File: src/hw/rtl/ttt_pkg.sv
// ----------------------------------------------------------------------------
// ttt_pkg: shared types and codes of the two-tier transposition table
// opcodes, the command beat between front and back, and the result beat
// ----------------------------------------------------------------------------
`default_nettype none

package ttt_pkg;

  localparam logic [2:0] OP_STORE     = 3'd0;
  localparam logic [2:0] OP_PROBE_CUR = 3'd1;
  localparam logic [2:0] OP_PROBE_ANY = 3'd2;
  localparam logic [2:0] OP_NEW_TURN  = 3'd3;
  localparam logic [2:0] OP_HIST      = 3'd4;

  localparam int          NUM_BINS  = 64;
  localparam logic [11:0] COUNT_MAX = 12'd4095;

  typedef struct packed {
    logic [2:0]         op;
    logic [63:0]        key;
    logic [15:0]        move;
    logic [5:0]         depth;
    logic signed [31:0] score;
    logic [1:0]         kind;
    logic [6:0]         limit;
  } cmd_t;

  typedef struct packed {
    logic               hit;
    logic [15:0]        found_move;
    logic [5:0]         found_depth;
    logic signed [31:0] found_score;
    logic [1:0]         found_kind;
    logic [5:0]         bin;
    logic [11:0]        bin_count;
    logic               last;
  } res_t;

endpackage

`default_nettype wire

File: src/hw/rtl/ttt_front.sv
// ----------------------------------------------------------------------------
// ttt_front: input stage of the table unit
// takes one item, reduces its hash to a slot index, hands it to the queue
// ----------------------------------------------------------------------------
`default_nettype none

module ttt_front import ttt_pkg::*; #(
  parameter int TABLE_ENTRIES = 1024,
  parameter int INDEX_MASK    = 1023,
  parameter int IDX_W         = 10
) (
  input  wire logic             clk_i,
  input  wire logic             rst_ni,
  input  wire logic             in_push_i,
  input  wire cmd_t             in_cmd_i,
  output logic                  in_full_o,
  output logic                  q_push_o,
  output cmd_t                  q_cmd_o,
  output logic      [IDX_W-1:0] q_idx_o,
  input  wire logic             q_full_i
);

  localparam int  MASK_W = (INDEX_MASK > 0) ? $clog2(INDEX_MASK + 1) : 1;
  localparam int  VW     = ((MASK_W > IDX_W) ? MASK_W : IDX_W) + 1;
  localparam bit  POW2   = ((TABLE_ENTRIES & (TABLE_ENTRIES - 1)) == 0);
  localparam int  STEPS  = POW2 ? 0 : ((MASK_W >= IDX_W) ? (MASK_W - IDX_W + 1) : 1);
  localparam int  SW     = (STEPS > 0) ? $clog2(STEPS + 1) : 1;

  logic          busy_q, busy_d;
  logic [SW-1:0] step_q, step_d;
  logic [VW-1:0] val_q, val_d;
  logic [VW-1:0] masked, sub;
  cmd_t          cmd_q, cmd_d;
  logic          accept;

  assign masked    = VW'(in_cmd_i.key[MASK_W-1:0] & MASK_W'(INDEX_MASK));
  assign q_push_o  = busy_q && (step_q == '0) && !q_full_i;
  assign in_full_o = busy_q && !q_push_o;
  assign accept    = in_push_i && !in_full_o;
  assign q_cmd_o   = cmd_q;
  assign q_idx_o   = val_q[IDX_W-1:0];
  assign sub       = VW'(TABLE_ENTRIES) << (step_q - SW'(1));

  always_comb begin
    busy_d = busy_q;
    step_d = step_q;
    val_d  = val_q;
    cmd_d  = cmd_q;
    priority if (accept) begin
      busy_d = 1'b1;
      step_d = SW'(STEPS);
      val_d  = masked;
      cmd_d  = in_cmd_i;
    end else if (busy_q && step_q != '0) begin
      // one conditional subtract of the shifted table size per cycle
      step_d = step_q - SW'(1);
      if (val_q >= sub) begin
        val_d = val_q - sub;
      end
    end else if (q_push_o) begin
      busy_d = 1'b0;
    end
  end

  always_ff @(posedge clk_i or negedge rst_ni) begin
    if (!rst_ni) begin
      busy_q <= 1'b0;
      step_q <= '0;
    end else begin
      busy_q <= busy_d;
      step_q <= step_d;
    end
  end

  always_ff @(posedge clk_i) begin
    val_q <= val_d;
    cmd_q <= cmd_d;
  end

endmodule

`default_nettype wire

File: config.mk
export PLATFORM = sky130hd
export DESIGN_NAME = ttt_front
export DESIGN_NICKNAME = d
export VERILOG_FILES = /design/src/hw/rtl/ttt_pkg.sv /design/src/hw/rtl/ttt_front.sv
export SDC_FILE = /design/constraint.sdc
export NUM_CORES = 1
export LEC_CHECK = 0
export ABC_AREA = 0
export BUFFER_PORTS_ARGS = -buffer_cell sky130_fd_sc_hd__buf_2
export CAP_MARGIN = 20
export CORE_MARGIN = 2
export CORE_UTILIZATION = 40
export CTS_CLUSTER_DIAMETER = 60
export CTS_CLUSTER_SIZE = 16
export DETAILED_ROUTE_END_ITERATION = 8
export MAX_ROUTING_LAYER = met4
export PLACE_DENSITY = 0.75
export SYNTH_ARGS = -nofsm -noshare
export SYNTH_HDL_FRONTEND = slang
export SYNTH_SLANG_ARGS = --single-unit
File: constraint.sdc
create_clock -name clk_i -period 2.4 [get_ports clk_i]
set_input_delay 0.24 -clock clk_i [delete_from_list [all_inputs] [get_ports clk_i]]
set_output_delay 0.24 -clock clk_i [all_outputs]
set_load 0.05 [all_outputs]
==> results.sh, run 1 <==
export IMPL_grt_usage_pct=21.0
export IMPL_synth_seq_cells=143
export IMPL_synth_cell_types=20
export IMPL_clock_latency_ps=410
export IMPL_crit_family="flip-flops"
export IMPL_cp_slowest_stage_delay_ps=440
export IMPL_syn2layout_area_growth_pct=70.4
export IMPL_cp_required_ps=2460
export IMPL_fin_ws_ps=495
export IMPL_hold_ws_ps=10.0
export IMPL_ys_seq_area_share_pct=93.3
export IMPL_fin_tns_setup_ps=0
export IMPL_drt_wirelength_per_cell_um=17.2
export IMPL_clkTransAtPathRegs_ps=60
export IMPL_drt_pass1_iter_count=4
export IMPL_crit_buf_inv=1
export IMPL_rsz0062_at_grt="no"
export IMPL_cp_slowest_cell="dfrtp_1"
export IMPL_max_vdd_ir_drop_mv=0.578
export IMPL_syn_nets=312
export IMPL_setup_violations=0
export IMPL_crit_chain="o21ai_2, and2_4, buf_12"
export IMPL_cts_htree_levels=4
export IMPL_die_x_um=111
export IMPL_cts_root_buf="clkbuf_16"
export IMPL_cp_arrival_ps=1960
export IMPL_drt_initial_drc_count=135
export IMPL_num_fill_cells=733
export IMPL_start_util_pct=40.6
export IMPL_dieArea_sq_um=12300
export IMPL_syn_inst=177
export IMPL_grt_overflow_total=0
export IMPL_antenna_found_initial=0
export IMPL_first_global_vias=3518
export IMPL_cts_sinks=143
export IMPL_fin_nets=709
export IMPL_fmax_mhz=525
export IMPL_seqCellArea_sq_um=4270
export IMPL_tightest_slew_ps=449
export IMPL_maxSlewViolCount=0
export IMPL_critPathCaptureType="register"
export IMPL_syn_area_per_cell_sq_um=25.9
export IMPL_n_antenna_cell=0
export IMPL_max_slew_margin_rel_pct=70.1
export IMPL_io_pins=276
export IMPL_rrSetupSlack_ps=500
export IMPL_grt_max_degree=83
export IMPL_core_region_area_sq_um=11300
export IMPL_dpl_hpwl_um=7600
export IMPL_hp_class="in -> reg"
export IMPL_ys_warn_count=0
export IMPL_yosys_most_used_dff="edfxtp_1"
export IMPL_routabilityCongestion=0.764
export IMPL_async_reset_ff_share_pct=1.40
export IMPL_grt_pass1_wl_um=18700
export IMPL_r2r_end="q_cmd_o[30]$_DFFE_PP_"
export IMPL_min_to="q_cmd_o[41]$_DFFE_PP_"
export IMPL_min_period_ps=1900
export IMPL_maxCapViolations=0
export IMPL_synth_area_sq_um=4580
export IMPL_p_leak_uw=0.00333
export IMPL_rr_startpoint="step_q$_DFFE_PN0P_"
export IMPL_min_from="in_cmd_i[41]"
export IMPL_fin_skew_ps=6.49
export IMPL_wirelength_um=12600
export IMPL_cts_buffers=17
export IMPL_final_layout_size_suffix_gt1_share_pct=53.8
export IMPL_min_path_cells=1
export IMPL_multi_input_area_sq_um=213
export IMPL_drc_errors=0
export IMPL_avgViaCountPerCell=4.41
export IMPL_synth_edff_count=140
export IMPL_power_density_nw_per_um2=837
export IMPL_num_rows=39
export IMPL_place_area_sq_um=6090
export IMPL_reg2reg_depth=3
export IMPL_min_period_over_period_pct=79.4
export IMPL_status="completed"
export IMPL_routed_via_count=3220
export IMPL_start_kind="register"
export IMPL_place_ws_ps=554
export IMPL_hold_viol=0
export IMPL_port_buffers=275
export IMPL_path_class="reg -> reg"
export IMPL_drtAntennaViolNets=0
export IMPL_finalInstanceArea_sq_um=7800
export IMPL_clock_path_buffers=2
export IMPL_cts_tree="built"
export IMPL_die_h_um=111
export IMPL_worst_path_max_fanout=82
==> synth_stat cells (2+ instances only) <==
library cell    n  area [sq um]
dfrtp_1         2          50.1
buf_4          10          75.1
inv_1           2          7.51
mux2_4          7           105
edfxtp_1      140          4200
and3_2          2          15.0
==> kinds of logic (layout without fill, tap and decap cells) <==
| logic type | after synthesis | in the layout | share of synthesized area (%) |
|---|---|---|---|
| AO/OA/AOI/OAI | 4 | 4 | 0.683 |
| adder cells (fa/ha/maj) | 1 | 1 | 0.273 |
| buffers and inverters | 13 | 423 | 2.05 |
| flip-flops | 143 | 143 | 93.3 |
| multiplexers | 7 | 7 | 2.29 |
| AND/OR/NAND/NOR | 9 | 9 | 1.39 |
==> routing by layer <==
layer | vias up | track usage [%] | share of wire (%)
met3 | 19 | 5.58 | 7.4
met5 | - | - | 0
met1 | 1532 | 21.8 | 36
li1 | 1492 | - | -
met2 | 177 | 37.9 | 55
met4 | 0 | 8.72 | 1.7
==> worst reg2reg max path: cells and delay by family, from the launching register on <==
| family | cells | cell delay [ps] |
|---|---|---|
| compound gates | 1 | 280 |
| simple gates | 1 | 370 |
| flops | 1 | 440 |
| buf+inv | 1 | 380 |
==> worst max-delay path by stage <==
stage / start / end / slack (ps) / cells after the start
2_1_floorplan: step_q$_DFFE_PN0P_ / val_q[3]$_DFFE_PP_ / 220 / 4
3_3_place_gp: step_q$_DFFE_PN0P_ / q_cmd_o[77]$_DFFE_PP_ / 620 / 3
3_5_place_dp: step_q$_DFFE_PN0P_ / q_cmd_o[27]$_DFFE_PP_ / 550 / 3
4_1_cts: step_q$_DFFE_PN0P_ / q_cmd_o[3]$_DFFE_PP_ / 540 / 3
5_1_grt: step_q$_DFFE_PN0P_ / q_cmd_o[30]$_DFFE_PP_ / 420 / 3
6_report: step_q$_DFFE_PN0P_ / q_cmd_o[30]$_DFFE_PP_ / 500 / 3
==> power breakdown <==
part | leakage [uW] | switching, uW | total (uW) | internal, uW
clock network | 0.000284 | 934 | 2600 | 1670
registers | 0.00137 | 40.1 | 2950 | 2910
logic | 0.00168 | 663 | 976 | 312
total | 0.00333 | 1640 | 6530 | 4890
==> state kept, by name, indices dropped and copies added (netlist names) <==
register / count
busy_q: 1
q_cmd_o: 130
step_q: 1
val_q: 11
==> placed cells by master (no fill, tap or decap) <==
master	netlist	routed
bufinv_16	0	2
dfrtp_1	2	2
and3_2	2	2
and2_4	1	1
or2b_1	1	1
mux2_4	7	7
nand2b_1	1	1
nor3_1	1	1
ha_1	1	1
buf_12	0	2
o21ai_2	1	1
a31oi_1	1	1
edfxtp_1	140	140
dlygate4sd3_1	0	112
clkbuf_1	0	5
o211ai_1	1	1
clkbuf_8	0	5
nor3b_1	1	1
and3_1	1	1
and2_2	1	1
a311oi_1	1	1
clkinv_2	0	1
buf_2	0	275
clkbuf_16	0	17
inv_1	2	2
clkinvlp_4	0	2
dfxtp_1	1	1
==> layout make-up <==
class	instances	share of cell area, %
clock buffer	27	6.57
clock inverter	5	1.03
inverter	2	0.0962
multi-input combinational	21	2.73
sequential	143	54.8
tap	143	2.29
timing repair buffer	389	32.5
==> timing repair <==
item / in CTS / in global routing
hold buffers: 111 / 1
buffers inserted: 0 / 0
endpoints found under the setup margin: 0 / 0
hold endpoints to repair: 112 / 1
resized for setup: 0 / 0
==> metrics by stage <==
stage | utilization, % | total power, uW | std cells
finish | 69.2 | 6530 | 730
global placement | 54.0 | 3800 | 586
global route | 69.2 | 6730 | 730
CTS | 69.1 | 6550 | 729
floorplan | - | 3570 | 177
detailed placement | 54.0 | 3830 | 586
(Power assumes the default switching activity.)
==> run 2: changes to the inputs <==
- ABC_AREA: 0 -> 1
- clock period: 2.4 -> 1.89 ns (I/O delays scaled with it)
==> run 2 against run 1 <==
The run now fails in clock tree synthesis (4_1_cts); synthesized cell count is 16% higher; area after synthesis is 0.22% higher.
==> results.sh, run 2 <==
export IMPL_post_cts_repair_setup_buffers=0
export IMPL_clock_path_buffers=2
export IMPL_synth_top_area_share_pct=91.6
export IMPL_synth_compound_area_share_pct=0.354
export IMPL_die_h_um=111
export IMPL_ys_warn_count=0
export IMPL_synth_seq_cells=143
export IMPL_cts_hold_buf=130
export IMPL_cts_root_buf="clkbuf_16"
export IMPL_yosys_most_used_dff="edfxtp_1"
export IMPL_synth_mux_area_share_pct=0
export IMPL_yosys_area_share_adder_pct=0.273
export IMPL_place_area_sq_um=6110
export IMPL_dpl_hpwl_um=7800
export IMPL_syn_inst=205
export IMPL_synth_largest_area_cell="edfxtp_1"
export IMPL_place_ws_ps=270
export IMPL_synthXorXnorAreaFrac_pct=0
export IMPL_synth_area_leaders="edfxtp_1, nand2_1, buf_4"
export IMPL_port_buffers=275
export IMPL_synthTopCellsByCount="edfxtp_1, nand2_1, inv_1"
export IMPL_synth_area_sq_um=4590
export IMPL_cts_sinks=143
export IMPL_num_rows=39
export IMPL_synth_simple_area_share_pct=3.41
export IMPL_routabilityCongestion=0.825
export IMPL_cts_buffers=17
export IMPL_tool_error="[ERROR RSZ-0060] Max buffer count reached."
export IMPL_synth_cell_types=14
export IMPL_synth_top_family_by_area="simple AND/OR/NAND/NOR gates"
export IMPL_status="stopped before the end"
export IMPL_io_pins=276
export IMPL_haltStage="clock tree synthesis (4_1_cts)"
export IMPL_postCtsResizedCells=0
export IMPL_yosysMostFrequentCell="edfxtp_1"
export IMPL_start_util_pct=40.6
export IMPL_ys_seq_area_share_pct=93.1
export IMPL_syn_area_per_cell_sq_um=22.4
export IMPL_cts_htree_levels=4
export IMPL_async_reset_ff_share_pct=1.40
export IMPL_die_x_um=111
export IMPL_synth_edff_count=140
export IMPL_syn_nets=340
[run 2: kinds of logic after synthesis]
group | count (synthesis)
adders and majority gates | 1
and+or+nand+nor | 37
AOI/OAI and AO/OA | 1
DFF | 143
buffers and inverters | 23
[run 2: through the flow]
step / hold WS [ps] / cells
global placement: -25.9 / 614
floorplan: -107 / 205
detailed placement: -23.9 / 614
==> run 3: changes to the inputs <==
- CORE_UTILIZATION: 40 -> 25
- CTS_CLUSTER_DIAMETER: 60 -> unset
- CTS_CLUSTER_SIZE: 16 -> unset
- MAX_ROUTING_LAYER: met4 -> unset
- PLACE_DENSITY: 0.75 -> unset
- PLACE_DENSITY_LB_ADDON: unset -> 0.15
==> run 3 against run 2 <==
The run now ends clean; area after synthesis is the same; synthesized cell count stayed put.
==> results.sh, run 3 <==
export IMPL_status="completed"
export IMPL_drt_wirelength_per_cell_um=14.3
export IMPL_final_util_pct=45.8
export IMPL_grtUsageMet1_pct=14.7
export IMPL_syn_area_per_cell_sq_um=22.4
export IMPL_finalInstanceArea_sq_um=8220
export IMPL_dieArea_sq_um=19500
export IMPL_max_vdd_ir_drop_mv=0.576
export IMPL_power_switching_uw=2310
export IMPL_place_area_sq_um=6260
export IMPL_start_util_pct=25.6
export IMPL_yosys_most_used_dff="edfxtp_1"
export IMPL_ys_warn_count=0
export IMPL_port_buffers=275
export IMPL_grt_overflow_total=0
export IMPL_synth_area_sq_um=4590
export IMPL_clkPwrFrac_pct=41.2
export IMPL_crit_chain="o21ai_4, buf_4, inv_1, buf_2"
export IMPL_dpl_hpwl_um=8700
export IMPL_routed_via_count=3369
export IMPL_seqCellArea_sq_um=4270
export IMPL_hp_class="in -> async"
export IMPL_layout_commonest_cell="buf_2"
export IMPL_power_density_nw_per_um2=1070
export IMPL_wirelength_um=12400
export IMPL_cts_htree_levels=4
export IMPL_fmax_mhz=608
export IMPL_cp_slowest_stage_delay_ps=420
export IMPL_fin_tns_setup_ps=0
export IMPL_gr_usage_met2_pct=22.3
export IMPL_min_period_over_period_pct=87.0
export IMPL_cts_buffers=17
export IMPL_fin_nets=759
export IMPL_cts_sinks=143
export IMPL_multi_input_area_sq_um=185
export IMPL_io_pins=276
export IMPL_fin_skew_ps=6.31
export IMPL_avgViaCountPerCell=3.89
export IMPL_cts_root_buf="clkbuf_16"
export IMPL_largest_reg_flops=130
export IMPL_synth_cell_types=14
export IMPL_cts_tree="built"
export IMPL_power_switching_share_pct=26.2
export IMPL_async_reset_ff_share_pct=1.40
export IMPL_syn_nets=340
export IMPL_path_class="reg -> out"
export IMPL_grt_most_used_layer="met2"
export IMPL_syn2layout_area_growth_pct=79.0
export IMPL_crit_path_end="in_full_o"
export IMPL_drt_pass1_iter_count=4
export IMPL_cp_required_ps=1700
export IMPL_final_cell_mix="buf_2, edfxtp_1, dlygate4sd3_1"
export IMPL_synth_top_area_share_pct=91.6
export IMPL_core_region_area_sq_um=18000
export IMPL_rsz0062_at_grt="no"
export IMPL_setup_violations=0
export IMPL_synthTopCellsByCount="edfxtp_1, nand2_1, inv_1"
export IMPL_crit_start="step_q$_DFFE_PN0P_"
export IMPL_rrSetupSlack_ps=250
export IMPL_combPwrFrac_pct=15.9
export IMPL_syn_inst=205
export IMPL_hold_ws_ps=78.3
export IMPL_p_int_uw=6520
export IMPL_yosysMostFrequentCell="edfxtp_1"
export IMPL_synth_largest_area_cell="edfxtp_1"
export IMPL_grt_max_degree=48
export IMPL_num_fill_cells=1650
export IMPL_maxCapViolations=0
export IMPL_r2r_end="q_cmd_o[78]$_DFFE_PP_"
export IMPL_cp_arrival_ps=1460
export IMPL_cp_slowest_cell="dfrtp_1"
export IMPL_p_leak_uw=0.00352
export IMPL_clock_path_buffers=2
export IMPL_antenna_found_initial=0
export IMPL_tightest_slew_ps=295
export IMPL_grt_pass1_wl_um=19300
export IMPL_die_x_um=140
export IMPL_drc_errors=0
export IMPL_worst_path_max_fanout=9
export IMPL_met3_usage_pct=5.68
export IMPL_first_global_vias=3607
export IMPL_pwr_share_seq_pct=42.9
export IMPL_min_period_ps=1640
export IMPL_synth_edff_count=140
export IMPL_routabilityCongestion=0.762
export IMPL_die_h_um=140
export IMPL_total_power_uw=8830
export IMPL_rr_startpoint="step_q$_DFFE_PN0P_"
export IMPL_final_layout_size_suffix_gt1_share_pct=49.3
export IMPL_clkTransAtPathRegs_ps=50
export IMPL_maxSlewViolCount=0
export IMPL_synth_seq_cells=143
export IMPL_synth_area_leaders="edfxtp_1, nand2_1, buf_4"
export IMPL_reg2reg_depth=5
export IMPL_num_rows=49
export IMPL_drt_initial_drc_count=103
export IMPL_max_slew_margin_rel_pct=80.3
export IMPL_drtAntennaViolNets=0
export IMPL_start_kind="register"
export IMPL_hold_viol=0
export IMPL_ys_seq_area_share_pct=93.1
export IMPL_clock_latency_ps=420
export IMPL_grt_usage_pct=13.1
export IMPL_critPathCaptureType="output pin"
==> run 3: cell counts after synthesis <==
Identical to the previous run, type by type.
==> run 3: routing by layer <==
metal	up-vias	routed length [um]
li1	1600	-
met5	-	0
met3	17	1100
met1	1577	4810
met4	0	257
met2	175	6250
==> run 3: kinds of logic (layout without fill, tap and decap cells) <==
family                     count (synthesis)  count (layout)  synth area share (%)
adders and majority gates                  1               1                 0.273
and+or+nand+nor                           37              37                  3.41
other                                      0               1                     0
buffers and inverters                     23             455                  2.86
AOI/OAI and AO/OA                          1               1                 0.354
DFF                                      143             143                  93.1
==> run 3: through the flow <==
step	instances	setup slack (ps)
after global routing	866	152
after detailed placement	703	231
final	867	246
after global placement	703	280
after floorplan	205	-1040
after CTS	866	216
==> run 3: worst max-delay path: cells and delay by family (launching register included) <==
family / cells / cell delay [ps]
flip-flops: 1 / 420
AO/OA/AOI/OAI: 1 / 190
buffers and inverters: 3 / 440
==> run 3: area by class of cell <==
type / count / area share [%]
clock inverter: 14 / 2.60
tap: 229 / 3.49
timing repair buffer: 412 / 33.9
antenna: 1 / 0.0304
inverter: 11 / 0.548
sequential: 143 / 52.0
clock buffer: 18 / 5.22
multi-input combinational: 39 / 2.25
==> run 3: worst min path at each step <==
stage | startpoint | to | slack [ps] | cells past startpoint
global placement | rst_ni | busy_q$_DFFE_PN0P_ | -30 | 1
CTS | rst_ni | busy_q$_DFFE_PN0P_ | 60 | 2
detailed placement | rst_ni | busy_q$_DFFE_PN0P_ | -20 | 1
floorplan | rst_ni | busy_q$_DFFE_PN0P_ | -110 | 0
finish | rst_ni | busy_q$_DFFE_PN0P_ | 80 | 2
global route | rst_ni | step_q$_DFFE_PN0P_ | 60 | 2
==> run 3: repair_timing <==
item	4_1_cts	5_1_grt
hold buffers	131	0
buffers inserted	0	0
endpoints found under the hold margin	132	0
gates resized for setup	0	0
==> run 3: power by group through the flow <==
stage                     clock (uW)  combinational [uW]  sequential, uW
after floorplan                    0                 207            4480
after global placement             0                1190            3850
after detailed placement           0                1200            3850
after CTS                       3750                1420            3790
after global routing            3900                1480            3810
final                           3630                1410            3790
==> run 4: changes to the inputs <==
- ABC_AREA: 1 -> unset
==> run 4 against run 3 <==
Flip-flop and latch count is the same; clock power decreased by 7.4%; non-clock buffer count down 1; power shrank 5.2%; die area down 0.21%; fmax decreased by 4.1%; highest routed layer unchanged.
==> results.sh, run 4 (synthesized netlist as in run 1, its figures left out) <==
export IMPL_status="completed"
export IMPL_critPathCaptureType="register"
export IMPL_drtAntennaViolNets=0
export IMPL_fin_cells=838
export IMPL_crit_chain="o21ai_2, and2_4, buf_12, buf_12"
export IMPL_cts_root_buf="clkbuf_16"
export IMPL_cp_arrival_ps=1800
export IMPL_n_antenna_cell=0
export IMPL_die_h_um=139
export IMPL_drc_errors=0
export IMPL_maxCapViolations=0
export IMPL_hold_viol=0
export IMPL_hp_class="in -> async"
export IMPL_num_fill_cells=1622
export IMPL_grt_usage_pct=12.3
export IMPL_drt_pass1_iter_count=4
export IMPL_rsz0062_at_grt="no"
export IMPL_cp_slowest_cell="dfrtp_1"
export IMPL_placedCellCount=674
export IMPL_power_density_nw_per_um2=1030
export IMPL_num_rows=49
export IMPL_port_buffers=275
export IMPL_syn2layout_area_growth_pct=77.7
export IMPL_cts_hold_buf=132
export IMPL_tightest_slew_ps=389
export IMPL_cts_sinks=143
export IMPL_crit_family="flip-flops"
export IMPL_routabilityCongestion=0.729
export IMPL_fin_skew_ps=8.58
export IMPL_fin_tns_setup_ps=0
export IMPL_setup_violations=0
export IMPL_maxSlewViolCount=0
export IMPL_start_kind="register"
export IMPL_fin_nets=731
export IMPL_grt_max_degree=72
export IMPL_cts_tree="built"
export IMPL_post_cts_repair_setup_buffers=0
export IMPL_largest_reg_flops=130
export IMPL_final_layout_size_suffix_gt1_share_pct=52.5
export IMPL_first_global_vias=3404
export IMPL_drt_initial_drc_count=104
export IMPL_avgViaCountPerCell=3.86
export IMPL_cp_required_ps=1980
export IMPL_grt_pass1_wl_um=17900
export IMPL_max_slew_margin_rel_pct=74.1
export IMPL_cts_htree_levels=4
export IMPL_crit_buf_inv=2
export IMPL_antenna_found_initial=0
export IMPL_drt_wirelength_per_cell_um=14.3
export IMPL_io_pins=276
export IMPL_core_region_area_sq_um=18000
export IMPL_hold_ws_ps=76.4
export IMPL_layout_commonest_cell="buf_2"
export IMPL_dieArea_sq_um=19400
export IMPL_final_cell_mix="buf_2, edfxtp_1, dlygate4sd3_1"
export IMPL_clock_path_buffers=2
export IMPL_clock_latency_ps=410
export IMPL_path_class="reg -> reg"
export IMPL_min_period_over_period_pct=90.7
export IMPL_routed_via_count=3238
export IMPL_fmax_mhz=583
export IMPL_p_leak_uw=0.00342
export IMPL_dpl_hpwl_um=8240
export IMPL_grt_overflow_total=0
export IMPL_cts_buffers=17
export IMPL_min_period_ps=1710
export IMPL_max_vdd_ir_drop_mv=0.577
export IMPL_crit_top_cell="buf_12"
export IMPL_worst_path_max_fanout=44
export IMPL_clkTransAtPathRegs_ps=60
export IMPL_final_util_pct=45.3
export IMPL_wirelength_um=12000
export IMPL_postCtsResizedCells=0
export IMPL_cp_slowest_stage_delay_ps=440
export IMPL_start_util_pct=25.5
export IMPL_die_x_um=139
-- run 4: cell count changes in the layout (fill, tap and decap cells not counted), sizes merged, moves of 2 or more --
cell | previous run | this run
nand2 | 24 | 0
inv | 12 | 4
mux2 | 0 | 7
nand3 | 7 | 0
nor2 | 5 | 0
and3 | 0 | 3
and2 | 0 | 2
buf | 281 | 279
bufinv | 5 | 3
-- run 4: cell type report --
cell class	count	area [sq um]	share of cell area, %
Clock buffer	19	433	5.32
Clock inverter	13	161	1.98
Inverter	2	7.51	0.0922
Tap cell	229	287	3.52
Multi-Input combinational cell	21	213	2.61
Timing Repair Buffer	411	2770	34.0
Sequential cell	143	4270	52.5
-- run 4: metrics by stage --
stage | worst slack (ps) | power (uW) | area (sq um)
detailed placement | 193 | 4870 | 6220
CTS | 191 | 8500 | 8140
floorplan | 7.11 | 4530 | 4600
global route | 101 | 8700 | 8140
finish | 176 | 8370 | 8140
global placement | 237 | 4860 | 6220
-- run 4: per-layer routing --
| layer | up-vias | track usage [%] | share of wire, % |
|---|---|---|---|
| li1 | 1539 | - | - |
| met1 | 1519 | 12.7 | 37 |
| met2 | 154 | 21.3 | 52 |
| met3 | 26 | 5.37 | 8.2 |
| met4 | 0 | 5.79 | 2.6 |
| met5 | - | 0 | 0 |
-- run 4: worst reg2reg max path, delay by kind of cell (launching register included) --
| kind | cells | cell delay (ps) |
|---|---|---|
| DFF | 1 | 440 |
| buffers and inverters | 2 | 400 |
| AOI/OAI and AO/OA | 1 | 280 |
| and+or+nand+nor | 1 | 230 |
-- run 4: power breakdown --
part / internal, uW / switching (uW)
Sequential: 3700 / 43.8
Combinational: 431 / 840
Clock: 2080 / 1280
Total: 6200 / 2160
-- run 4: path summary, 6_finish.rpt --
kind | from | end | slack (ps) | depth (start not counted)
max in group asynchronous | rst_ni | step_q$_DFFE_PN0P_ | 1720 | 2
hold reg to reg | busy_q$_DFFE_PN0P_ | step_q$_DFFE_PN0P_ | 550 | 1
hold / removal | rst_ni | busy_q$_DFFE_PN0P_ | 80 | 2
min in group clk_i | q_full_i | busy_q$_DFFE_PN0P_ | 150 | 3
setup / recovery | step_q$_DFFE_PN0P_ | q_cmd_o[38]$_DFFE_PP_ | 180 | 4
setup reg to reg | step_q$_DFFE_PN0P_ | q_cmd_o[38]$_DFFE_PP_ | 180 | 4
